===== config.mk =====
export PLATFORM = sky130hd
export DESIGN_NAME = websocket_frame_deframer_flat
export DESIGN_NICKNAME = d
export VERILOG_FILES = /design/src/rtl/wsd_pkg.sv /design/src/rtl/wsd_in_if.sv /design/src/rtl/wsd_out_if.sv /design/src/rtl/websocket_frame_deframer.sv /design/src/rtl/wsd_in_stage.sv /design/src/rtl/wsd_parser.sv /design/src/rtl/wsd_out_stage.sv /design/src/flat_wrapper.sv
export SDC_FILE = /design/constraint.sdc
export NUM_CORES = 1
export LEC_CHECK = 0
export BUFFER_PORTS_ARGS = -buffer_cell sky130_fd_sc_hd__clkbuf_2
export CORE_ASPECT_RATIO = 1.1
export CORE_MARGIN = 2
export CORE_UTILIZATION = 41
export CTS_CLUSTER_SIZE = 14
export DETAILED_ROUTE_END_ITERATION = 8
export PLACE_DENSITY = 0.64
export SLEW_MARGIN = 20
export SYNTH_ARGS = -nofsm -noshare
export SYNTH_HDL_FRONTEND = slang
export SYNTH_HIERARCHICAL = 1
export SYNTH_SLANG_ARGS = --single-unit

===== constraint.sdc =====
create_clock -name clk_i -period 7.1 [get_ports clk_i]
set_clock_uncertainty 0.15 [all_clocks]
set_input_delay 2.13 -clock clk_i [delete_from_list [all_inputs] [get_ports clk_i]]
set_output_delay 2.13 -clock clk_i [all_outputs]
set_load 0.005 [all_outputs]

===== src/rtl/wsd_pkg.sv =====
`timescale 1ns / 1ps

package wsd_pkg;

  localparam int unsigned PAYLOAD_COUNT_BITS = 24;
  localparam int unsigned MAX_LEN_W = 24;
  localparam int unsigned CMP_W =
    (PAYLOAD_COUNT_BITS > MAX_LEN_W) ? PAYLOAD_COUNT_BITS : MAX_LEN_W;

  localparam logic [MAX_LEN_W-1:0] MAX_LEN_RESET = MAX_LEN_W'(1 << 20);

  localparam logic [7:0] FIN_MASK    = 8'h80;
  localparam logic [7:0] RSV_MASK    = 8'h70;
  localparam logic [7:0] OPCODE_MASK = 8'h0F;
  localparam logic [7:0] LEN7_MASK   = 8'h7F;
  localparam logic [6:0] LEN7_EXT16  = 7'd126;
  localparam logic [6:0] LEN7_EXT64  = 7'd127;

  localparam logic [2:0] EXT16_BYTES = 3'd2;
  // Eight bytes wrap to zero in the three-bit counter; the countdown still runs over eight length bytes.
  localparam logic [2:0] EXT64_BYTES = 3'd0;
  localparam logic [2:0] KEY_LAST    = 3'd3;

  typedef enum logic [2:0] {
    PH_HDR0,
    PH_HDR1,
    PH_EXTLEN,
    PH_KEY,
    PH_PAYLOAD,
    PH_ERROR
  } phase_e;

  typedef enum logic [2:0] {
    KIND_DATA     = 3'd0,
    KIND_EMPTY    = 3'd1,
    KIND_RSV      = 3'd2,
    KIND_UNMASKED = 3'd3,
    KIND_TOOLONG  = 3'd4
  } kind_e;

  typedef struct packed {
    kind_e       kind;
    logic [7:0]  payload_byte;
    logic        last_of_frame;
    logic        final_fragment;
    logic [3:0]  frame_opcode;
  } result_t;

  function automatic logic len_too_long(
    input logic [PAYLOAD_COUNT_BITS-1:0] len,
    input logic                          ovf,
    input logic [MAX_LEN_W-1:0]          max_len
  );
    logic [CMP_W-1:0] l;
    logic [CMP_W-1:0] m;
    l = CMP_W'(len);
    m = CMP_W'(max_len);
    return ovf || (l > m);
  endfunction

endpackage


===== src/rtl/wsd_in_if.sv =====
`timescale 1ns / 1ps

interface wsd_in_if;
  logic       valid;
  logic       ready;
  logic [7:0] stream_byte;

  modport source (output valid, output stream_byte, input ready);
  modport sink   (input valid, input stream_byte, output ready);
endinterface


===== src/rtl/wsd_out_if.sv =====
`timescale 1ns / 1ps

interface wsd_out_if;
  logic       valid;
  logic       ready;
  logic [2:0] kind;
  logic [7:0] payload_byte;
  logic       last_of_frame;
  logic       final_fragment;
  logic [3:0] frame_opcode;

  modport source (output valid, output kind, output payload_byte, output last_of_frame,
                  output final_fragment, output frame_opcode, input ready);
  modport sink   (input valid, input kind, input payload_byte, input last_of_frame,
                  input final_fragment, input frame_opcode, output ready);
endinterface


===== src/rtl/websocket_frame_deframer.sv =====
`timescale 1ns / 1ps

// Client-to-server WebSocket deframer taking one stream byte per beat. Each byte
// passes through an input register, a combinational header and payload parser, and
// an output register, so a new byte is accepted every cycle while the output is
// drained. Header, length and key bytes give no result, each payload byte gives
// one unmasked beat, and a zero-length frame gives one empty-frame beat. Reserved
// bits, a missing mask bit or a length above cfg_wdata_i's limit give a single
// error beat, after which all bytes are consumed silently until reset. The limit
// should only be written while the block is idle.
module websocket_frame_deframer (
  input  logic                          clk_i,
  input  logic                          rst_ni,
  input  logic                          cfg_we_i,
  input  logic [wsd_pkg::MAX_LEN_W-1:0] cfg_wdata_i,
  wsd_in_if.sink                        in_i,
  wsd_out_if.source                     out_o
);
  import wsd_pkg::*;

  logic [MAX_LEN_W-1:0] max_len_q;
  logic                 byte_valid;
  logic [7:0]           byte_q;
  logic                 down_ready;
  logic                 take;
  logic                 res_valid;
  result_t              res;

  always_ff @(posedge clk_i or negedge rst_ni) begin
    if (!rst_ni) begin
      max_len_q <= MAX_LEN_RESET;
    end else if (cfg_we_i) begin
      max_len_q <= cfg_wdata_i;
    end
  end

  assign take = byte_valid && down_ready;

  wsd_in_stage u_in_stage (
    .clk_i   (clk_i),
    .rst_ni  (rst_ni),
    .in_i    (in_i),
    .take_i  (take),
    .valid_o (byte_valid),
    .byte_o  (byte_q)
  );

  wsd_parser u_parser (
    .clk_i       (clk_i),
    .rst_ni      (rst_ni),
    .take_i      (take),
    .byte_i      (byte_q),
    .max_len_i   (max_len_q),
    .res_valid_o (res_valid),
    .res_o       (res)
  );

  wsd_out_stage u_out_stage (
    .clk_i       (clk_i),
    .rst_ni      (rst_ni),
    .res_valid_i (res_valid),
    .res_i       (res),
    .ready_o     (down_ready),
    .out_o       (out_o)
  );
endmodule


===== src/rtl/wsd_in_stage.sv =====
`timescale 1ns / 1ps

module wsd_in_stage (
  input  logic       clk_i,
  input  logic       rst_ni,
  wsd_in_if.sink     in_i,
  input  logic       take_i,
  output logic       valid_o,
  output logic [7:0] byte_o
);
  logic       valid_q;
  logic [7:0] byte_q;
  logic       load;

  assign in_i.ready = !valid_q || take_i;
  assign load       = in_i.valid && in_i.ready;

  always_ff @(posedge clk_i or negedge rst_ni) begin
    if (!rst_ni) begin
      valid_q <= 1'b0;
    end else if (load) begin
      valid_q <= 1'b1;
    end else if (take_i) begin
      valid_q <= 1'b0;
    end
  end

  always_ff @(posedge clk_i) begin
    if (load) begin
      byte_q <= in_i.stream_byte;
    end
  end

  assign valid_o = valid_q;
  assign byte_o  = byte_q;
endmodule


===== src/rtl/wsd_parser.sv =====
`timescale 1ns / 1ps

module wsd_parser (
  input  logic                              clk_i,
  input  logic                              rst_ni,
  input  logic                              take_i,
  input  logic [7:0]                        byte_i,
  input  logic [wsd_pkg::MAX_LEN_W-1:0]     max_len_i,
  output logic                              res_valid_o,
  output wsd_pkg::result_t                  res_o
);
  import wsd_pkg::*;

  localparam int unsigned CW = PAYLOAD_COUNT_BITS;

  phase_e          phase_q, phase_d;
  logic            fin_q, fin_d;
  logic [3:0]      op_q, op_d;
  logic [CW-1:0]   len_q, len_d;
  logic            ovf_q, ovf_d;
  logic [2:0]      cnt_q, cnt_d;
  logic [CW-1:0]   rem_q, rem_d;
  logic [1:0]      midx_q, midx_d;
  logic [7:0]      key_q [4];
  logic            key_we;
  logic [CW+7:0]   shifted;
  logic            res_valid;
  result_t         res;

  always_comb begin
    phase_d   = phase_q;
    fin_d     = fin_q;
    op_d      = op_q;
    len_d     = len_q;
    ovf_d     = ovf_q;
    cnt_d     = cnt_q;
    rem_d     = rem_q;
    midx_d    = midx_q;
    key_we    = 1'b0;
    res_valid = 1'b0;
    shifted   = {len_q, byte_i};
    res.kind           = KIND_DATA;
    res.payload_byte   = 8'h00;
    res.last_of_frame  = 1'b0;
    res.final_fragment = fin_q;
    res.frame_opcode   = op_q;

    unique case (phase_q)
      PH_HDR0: begin
        fin_d = |(byte_i & FIN_MASK);
        op_d  = byte_i[3:0] & OPCODE_MASK[3:0];
        if ((byte_i & RSV_MASK) != 8'h00) begin
          phase_d            = PH_ERROR;
          res_valid          = 1'b1;
          res.kind           = KIND_RSV;
          res.final_fragment = fin_d;
          res.frame_opcode   = op_d;
        end else begin
          phase_d = PH_HDR1;
        end
      end
      PH_HDR1: begin
        if ((byte_i & FIN_MASK) == 8'h00) begin
          phase_d   = PH_ERROR;
          res_valid = 1'b1;
          res.kind  = KIND_UNMASKED;
        end else begin
          len_d = '0;
          ovf_d = 1'b0;
          if (byte_i[6:0] == LEN7_EXT16) begin
            cnt_d   = EXT16_BYTES;
            phase_d = PH_EXTLEN;
          end else if (byte_i[6:0] == LEN7_EXT64) begin
            cnt_d   = EXT64_BYTES;
            phase_d = PH_EXTLEN;
          end else begin
            len_d = CW'(byte_i & LEN7_MASK);
            if (len_too_long(len_d, 1'b0, max_len_i)) begin
              phase_d   = PH_ERROR;
              res_valid = 1'b1;
              res.kind  = KIND_TOOLONG;
            end else begin
              cnt_d   = 3'd0;
              phase_d = PH_KEY;
            end
          end
        end
      end
      PH_EXTLEN: begin
        len_d = shifted[CW-1:0];
        ovf_d = ovf_q || (shifted[CW+7:CW] != 8'h00);
        cnt_d = cnt_q - 3'd1;
        if (cnt_d == 3'd0) begin
          if (len_too_long(len_d, ovf_d, max_len_i)) begin
            phase_d   = PH_ERROR;
            res_valid = 1'b1;
            res.kind  = KIND_TOOLONG;
          end else begin
            phase_d = PH_KEY;
          end
        end
      end
      PH_KEY: begin
        key_we = 1'b1;
        cnt_d  = cnt_q + 3'd1;
        if (cnt_q == KEY_LAST) begin
          cnt_d  = 3'd0;
          midx_d = 2'd0;
          if (len_q == '0) begin
            phase_d           = PH_HDR0;
            res_valid         = 1'b1;
            res.kind          = KIND_EMPTY;
            res.last_of_frame = 1'b1;
          end else begin
            rem_d   = len_q;
            phase_d = PH_PAYLOAD;
          end
        end
      end
      PH_PAYLOAD: begin
        midx_d            = midx_q + 2'd1;
        rem_d             = rem_q - CW'(1);
        res_valid         = 1'b1;
        res.payload_byte  = byte_i ^ key_q[midx_q];
        res.last_of_frame = (rem_d == '0);
        if (rem_d == '0) begin
          phase_d = PH_HDR0;
        end
      end
      PH_ERROR: begin
        res_valid = 1'b0;
      end
      default: begin
        phase_d = PH_ERROR;
      end
    endcase
  end

  always_ff @(posedge clk_i or negedge rst_ni) begin
    if (!rst_ni) begin
      phase_q <= PH_HDR0;
    end else if (take_i) begin
      phase_q <= phase_d;
    end
  end

  always_ff @(posedge clk_i or negedge rst_ni) begin
    if (!rst_ni) begin
      fin_q  <= 1'b0;
      op_q   <= 4'd0;
      len_q  <= '0;
      ovf_q  <= 1'b0;
      cnt_q  <= 3'd0;
      rem_q  <= '0;
      midx_q <= 2'd0;
    end else if (take_i) begin
      fin_q  <= fin_d;
      op_q   <= op_d;
      len_q  <= len_d;
      ovf_q  <= ovf_d;
      cnt_q  <= cnt_d;
      rem_q  <= rem_d;
      midx_q <= midx_d;
    end
  end

  always_ff @(posedge clk_i) begin
    if (take_i && key_we) begin
      key_q[cnt_q[1:0]] <= byte_i;
    end
  end

  assign res_valid_o = take_i && res_valid;
  assign res_o       = res;
endmodule


===== src/rtl/wsd_out_stage.sv =====
`timescale 1ns / 1ps

module wsd_out_stage (
  input  logic             clk_i,
  input  logic             rst_ni,
  input  logic             res_valid_i,
  input  wsd_pkg::result_t res_i,
  output logic             ready_o,
  wsd_out_if.source        out_o
);
  import wsd_pkg::*;

  logic    valid_q;
  result_t res_q;

  assign ready_o = !valid_q || out_o.ready;

  always_ff @(posedge clk_i or negedge rst_ni) begin
    if (!rst_ni) begin
      valid_q <= 1'b0;
    end else if (ready_o) begin
      valid_q <= res_valid_i;
    end
  end

  always_ff @(posedge clk_i) begin
    if (ready_o && res_valid_i) begin
      res_q <= res_i;
    end
  end

  assign out_o.valid          = valid_q;
  assign out_o.kind           = res_q.kind;
  assign out_o.payload_byte   = res_q.payload_byte;
  assign out_o.last_of_frame  = res_q.last_of_frame;
  assign out_o.final_fragment = res_q.final_fragment;
  assign out_o.frame_opcode   = res_q.frame_opcode;
endmodule


===== src/flat_wrapper.sv =====
// flat-port wrapper written by rule: the top's interface ports become plain ports
module websocket_frame_deframer_flat import wsd_pkg::*;
  (clk_i, rst_ni, cfg_we_i, cfg_wdata_i, in_i_valid, in_i_stream_byte, in_i_ready, out_o_valid, out_o_kind, out_o_payload_byte, out_o_last_of_frame, out_o_final_fragment, out_o_frame_opcode, out_o_ready);
  wsd_in_if in_i_i ();
  wsd_out_if out_o_i ();
  input  logic clk_i;
  input  logic rst_ni;
  input  logic cfg_we_i;
  input  logic [wsd_pkg::MAX_LEN_W-1:0] cfg_wdata_i;
  input wire logic [$bits(in_i_i.valid)-1:0] in_i_valid;
  input wire logic [$bits(in_i_i.stream_byte)-1:0] in_i_stream_byte;
  output wire logic [$bits(in_i_i.ready)-1:0] in_i_ready;
  output wire logic [$bits(out_o_i.valid)-1:0] out_o_valid;
  output wire logic [$bits(out_o_i.kind)-1:0] out_o_kind;
  output wire logic [$bits(out_o_i.payload_byte)-1:0] out_o_payload_byte;
  output wire logic [$bits(out_o_i.last_of_frame)-1:0] out_o_last_of_frame;
  output wire logic [$bits(out_o_i.final_fragment)-1:0] out_o_final_fragment;
  output wire logic [$bits(out_o_i.frame_opcode)-1:0] out_o_frame_opcode;
  input wire logic [$bits(out_o_i.ready)-1:0] out_o_ready;
  assign in_i_i.valid = in_i_valid;
  assign in_i_i.stream_byte = in_i_stream_byte;
  assign in_i_ready = in_i_i.ready;
  assign out_o_valid = out_o_i.valid;
  assign out_o_kind = out_o_i.kind;
  assign out_o_payload_byte = out_o_i.payload_byte;
  assign out_o_last_of_frame = out_o_i.last_of_frame;
  assign out_o_final_fragment = out_o_i.final_fragment;
  assign out_o_frame_opcode = out_o_i.frame_opcode;
  assign out_o_i.ready = out_o_ready;
  websocket_frame_deframer u_core (.clk_i(clk_i), .rst_ni(rst_ni), .cfg_we_i(cfg_we_i), .cfg_wdata_i(cfg_wdata_i), .in_i(in_i_i), .out_o(out_o_i));
endmodule

==> summary.txt, run 1 <==
Final WS setup = 1.68 ns
DRC = 0
Cell count after synthesis = 687
Largest net degree at the start of global routing = 65
Core Box Area = 18,300 µm²
Layout cells sized above 1 = 20.9%
Clk sinks = 145
Final Hold Viols = 0
Max cap viols = 0
DRT antenna net count = 0
Hold_buf cts = 0
Postcts setup bufs = 0
Most frequent cells in the layout = 87 x dfrtp_1, 71 x nor2_1, 57 x edfxtp_1, 57 x o21ai_0, 54 x clkbuf_2
Sequential-to-total area share from yosys stat = 51.4%
P_leak = 3.66 nW
PortBufs = 55
Final hold slack = 0.356 ns
Final period utilization = 76.3%
CP Data Required Time = 4.82 ns
Max clock buf depth = 2
Unique masters post-synth = 74
IO Pins = 56
Pre-CTS setup slack = 1.69 ns
Asr flop ratio synth = 60.7%
First-pass GRT wire length = 28,400 µm
Syn_nets = 756
Worst-path clk slew = 0.06 ns
Filler cells = 1,653
Critical path class = in2out
Post-Layout Cell Count = 985
Die area = 19,700 µm²
YS warnings = 6
Initial core utilization = 41.7%
Synthesized area = 7620 µm²
H-tree depth = 4
Die Wd = 134 µm
CTS tree = built
Slew @ Worst Pin = 0.826 ns
Final min period = 5.42 ns
Vias in the first global route = 5,334
DR pass1 iterations = 5
Pwr dens = 356 nW/µm²
TNS Setup = 0 ns
Worst Hold Class = reg2reg
GRT Util Overall = 18.2%
Synth Area per Inst = 11.1 µm²
#FFs+latches synth = 145
EDFF count, synth = 57
Overflow after GRT = 0
N_diodes = 0
CTS Root Cell = clkbuf_16
Rel. slew slack = 44.9%
Arrival time worst endpoint = 3.14 ns
Final Max Slew Viols = 0
Commonest non-fill, non-tap cell in the layout = dfrtp_1
Avg WL per Cell = 17.4 µm
Area Overhead vs Synth = 13.6%
Total power draw = 3.08 mW
FF/Latch Area = 3920 µm²
Setup crit end kind = primary output
Vias per std cell = 5.62
# setup viols final = 0
Skew-Pair Late Insertion Delay = 0.42 ns
Total number of vias = 5,533
RSZ-0062 raised after global routing = false
First DRT Iteration DRCs = 424
Nets = 798
Max Fanout on Critical Path = 16
Main synth FF type = dfrtp_1
RePlAce Congestion = 0.820
Initial antenna violation count = 0
Worst VDD drop = 208 µV
Total Routed Length = 17,200 µm
Status = complete, no violations
Dpl cells = 953
Hpwl dp = 12,100 µm
Area of the multi-input gates = 3370 µm²
CTS Buf Count = 17
# rows = 52
FMAX = 185 MHz
Die height = 147 µm
CTS resizes = 0
Critical path launch point type = input port
[registers in the layout, indices dropped and copies added (netlist names), 2 cells and up]
register and cells:
u_core/u_parser/rem_q 24, u_core/u_out_stage/out_o.kind 3, u_core/u_parser/key_q 32, u_core/u_out_stage/out_o.frame_opcode 4, u_core/u_parser/cnt_q 3, u_core/u_out_stage/out_o.payload_byte 8
u_core/u_parser/len_q 24, u_core/u_parser/phase_q 3, u_core/u_parser/midx_q 2, u_core/max_len_q 24, u_core/u_in_stage/byte_o 8, u_core/u_parser/op_q 4
[cell type report]
cell class / instances / area share [%]
Clock buffer: 17 / 4.91
Clock inverter: 15 / 2.20
Inverter: 37 / 1.60
Multi-Input combinational cell: 468 / 38.9
Sequential cell: 145 / 45.2
Tap cell: 243 / 3.51
Timing Repair Buffer: 60 / 3.64
[metrics by stage]
stage          util [%]  instance area [µm²]
6_report           47.4                 8660
5_1_grt            47.4                 8660
4_1_cts            47.4                 8660
3_5_place_dp       44.0                 8040
3_3_place_gp       44.0                 8040
2_1_floorplan         -                 7620
[cell usage after synthesis, types with 6 or more instances]
library cell  instances  share of area [%]
edfxtp_1             57                 22
mux2_2               12                1.8
a22oi_1               6               0.59
nand2b_1              8               0.66
and3_1                8               0.66
nand3_1               9               0.59
mux4_2                8                2.4
inv_1                37                1.8
a21oi_1              36                2.4
nor2_1               71                3.5
nand4_1              12               0.99
dfrtp_1              87                 29
ha_1                 32                5.3
nor4_1               17                1.4
nor3_1               14               0.92
nand2_1              36                1.8
a22o_1               18                2.1
mux2_4               20                3.9
o21ai_0              58                3.8
clkbuf_1             25                1.2
xnor2_1              11                1.3
[logic make-up after synthesis]
group,Yosys count,synth area share [%]
AND/OR/NAND/NOR,220,15.5
AO/OA/AOI/OAI,162,13.8
flip-flops,145,51.4
buffers and inverters,74,4.42
multiplexers,42,8.34
adder cells (fa/ha/maj),32,5.25
XOR/XNOR,12,1.38
[report_power, final]
group          total (mW)  internal [mW]  switching [mW]
clock               0.910          0.507           0.403
sequential           1.27           1.04           0.225
combinational       0.906          0.400           0.506
total                3.08           1.95            1.13
[critical path, stage by stage]
cell and delay (ns):
clkbuf_2 0.08, nand2b_4 0.13, and2_1 0.45, nand2b_4 0.24, clkbuf_2 0.11
[path summary, 6_finish.rpt]
| kind | end | startpoint | depth (start not counted) | slack (ns) |
|---|---|---|---|---|
| worst max-delay path | in_i_ready | out_o_ready | 5 | 1.68 |
| worst min-delay path | u_core/u_parser/op_q[1]$_DFFE_PN0P_ | u_core/u_parser/op_q[1]$_DFFE_PN0P_ | 1 | 0.36 |
| worst max register to register | u_core/u_out_stage/out_o.last_of_frame$_DFFE_PP_ | u_core/u_parser/rem_q[0]$_DFFE_PN0P_ | 8 | 3.73 |
| worst min register to register | u_core/u_parser/op_q[1]$_DFFE_PN0P_ | u_core/u_parser/op_q[1]$_DFFE_PN0P_ | 1 | 0.36 |
| max in group asynchronous | u_core/u_in_stage/valid_o$_DFFE_PN0P_ | rst_ni | 2 | 4.19 |
| min in group asynchronous | u_core/u_parser/rem_q[12]$_DFFE_PN0P_ | rst_ni | 1 | 1.47 |
[routing by layer]
metal  GRT usage (%)  wire, µm
met1            24.4      7700
met3            3.31       802
met5               0         0
met4            5.53       229
met2            30.3      8450
No activity file was read; power rests on OpenSTA's default activity.
==> inputs of run 2 (changes only) <==
- PLACE_DENSITY: 0.64 -> 0.66
- clock period: 7.1 -> 4.4 ns (I/O delays scaled with it)
==> run 2 against run 1 <==
Effect of this change: total power rose by 59%; first-iteration DRC count fell by 17%; critical path depth stayed put; highest routed layer unchanged.
==> summary.txt, run 2 (synthesis results as in run 1) <==
Max reg flops = 32 (unchanged)
Worst-path clk slew = 0.06 ns (about the same)
Flop-to-flop setup slack = 1.13 ns (-2.60 ns)
Initial antenna violation count = 0 (unchanged)
# setup viols final = 0 (unchanged)
# rows = 52 (unchanged)
Area Overhead vs Synth = 13.3%
Filler cells = 1,625 (-1.7%)
CTS Root Cell = clkbuf_16
PortBufs = 55 (unchanged)
Avg WL per Cell = 17.0 µm (-2.8%)
Hpwl dp = 11,600 µm (-4.7%)
Rel. slew slack = 29.6% (-15 points)
Total Routed Length = 16,700 µm (-2.9%)
RSZ-0062 raised after global routing = false
First DRT Iteration DRCs = 351 (-17%)
Clk sinks = 145 (unchanged)
Arrival time worst endpoint = 2.34 ns (-0.80 ns)
CP Data Required Time = 2.93 ns (-1.89 ns)
Final Util = 47.2% (-0.16 points)
First-pass GRT wire length = 27,800 µm (-2.3%)
Die Wd = 134 µm (unchanged)
Max cap viols = 0 (unchanged)
Core Box Area = 18,300 µm² (unchanged)
Worst Reg2Reg Path Length in Cells = 9 (+1)
Skew-Pair Late Insertion Delay = 0.43 ns (about the same)
Most frequent cells in the layout = 87 x dfrtp_1, 71 x nor2_1, 57 x edfxtp_1, 57 x o21ai_0, 54 x clkbuf_2
Hold Path Depth = 1 (unchanged)
Area of the multi-input gates = 3380 µm² (+0.33%)
FF/Latch Area = 3920 µm² (unchanged)
IO Pins = 56 (unchanged)
Largest net degree at the start of global routing = 61 (-6.2%)
RePlAce Congestion = 0.810 (-1.3%)
Total number of vias = 5,421 (-2.0%)
CTS Buf Count = 17 (unchanged)
CP max stage delay = 0.47 ns (+0.02 ns)
Critical path class = in2out
Die area = 19,700 µm² (unchanged)
Status = complete, no violations
Setup crit end kind = primary output
Crit path cell chain = clkbuf_2, nand2b_4, and2_1, nand2b_4, clkbuf_2
Commonest non-fill, non-tap cell in the layout = dfrtp_1
Overflow after GRT = 0 (unchanged)
Vias in the first global route = 5,327 (-0.13%)
CTS tree = built
Die height = 147 µm (unchanged)
Crit-path slowest cell = and2_1
P_leak = 3.64 nW (-0.54%)
Worst Hold Class = reg2reg
DR pass1 iterations = 5 (unchanged)
H-tree depth = 4 (unchanged)
Final Max Slew Viols = 0 (unchanged)
Initial core utilization = 41.7% (unchanged)
Final Hold Viols = 0 (unchanged)
Slew @ Worst Pin = 1.05 ns (+0.226 ns)
Vias per std cell = 5.51 (-1.9%)
DRT antenna net count = 0 (unchanged)
Worst VDD drop = 353 µV (+70%)
GRT Util Overall = 17.9% (-0.29 points)
Final min period = 3.81 ns
Postcts setup bufs = 0 (unchanged)
DRC = 0 (unchanged)
N_diodes = 0 (unchanged)
Pwr dens = 570 nW/µm² (+60%)
Max Fanout on Critical Path = 16 (unchanged)
Layout cells sized above 1 = 20.8% (-0.11 points)
Hold_buf cts = 0 (unchanged)
FMAX = 263 MHz
Critical path launch point type = input port
Final period utilization = 86.5%
Nets = 797 (-0.13%)
Max clock buf depth = 2 (unchanged)
TNS Setup = 0 ns (unchanged)
CTS resizes = 0 (unchanged)
-- run 2: power breakdown --
group | switching, mW | leakage [nW] | internal (mW) | total [mW]
sequential | 0.363 | 1.64 | 1.68 | 2.05
combinational | 0.796 | 1.73 | 0.643 | 1.44
clock | 0.590 | 0.276 | 0.841 | 1.43
total | 1.75 | 3.64 | 3.17 | 4.92
-- run 2: layout make-up --
type                       instances  area share, %
multi-input combinational        468           39.2
inverter                          37           1.61
sequential                       145           45.4
tap                              243           3.52
clock inverter                    14           1.77
timing repair buffer              59           3.57
clock buffer                      18           4.97
-- run 2: per-layer routing --
| layer | share of wire (%) | global-route usage (%) | wire, µm |
|---|---|---|---|
| met5 | 0 | 0 | 0 |
| met2 | 49 | 29.1 | 8150 |
| met4 | 1.2 | 6.22 | 197 |
| met1 | 46 | 24.3 | 7660 |
| met3 | 4.0 | 3.31 | 675 |
-- run 2: worst max-delay path: cells and delay by family --
| kind | cells | cell delay [ns] |
|---|---|---|
| and+or+nand+nor | 3 | 0.83 |
| buffers and inverters | 2 | 0.18 |
-- run 2: worst paths after layout --
| path | endpoint | from |
|---|---|---|
| max reg2reg | u_core/u_parser/phase_q[2]$_DFFE_PN0P_ | u_core/u_parser/rem_q[1]$_DFFE_PN0P_ |
| min in group asynchronous | u_core/u_parser/rem_q[23]$_DFFE_PN0P_ | rst_ni |
| min | u_core/max_len_q[2]$_DFFE_PN0P_ | u_core/max_len_q[2]$_DFFE_PN0P_ |
| min reg2reg | u_core/max_len_q[2]$_DFFE_PN0P_ | u_core/max_len_q[2]$_DFFE_PN0P_ |
| max | in_i_ready | out_o_ready |
| max in group asynchronous | u_core/max_len_q[20]$_DFFE_PN1P_ | rst_ni |
-- run 2: metrics by stage --
step           cells  cell area (µm²)  total power, mW  setup WS, ns  hold slack [ns]
2_1_floorplan    687             7620             3.11          1.15            0.325
3_3_place_gp     952             8040             3.47         0.608            0.340
3_5_place_dp     952             8040             3.50         0.613            0.353
4_1_cts          984             8620             4.94         0.612            0.362
5_1_grt          984             8630             5.24         0.471            0.371
6_report         984             8630             4.92         0.593            0.363
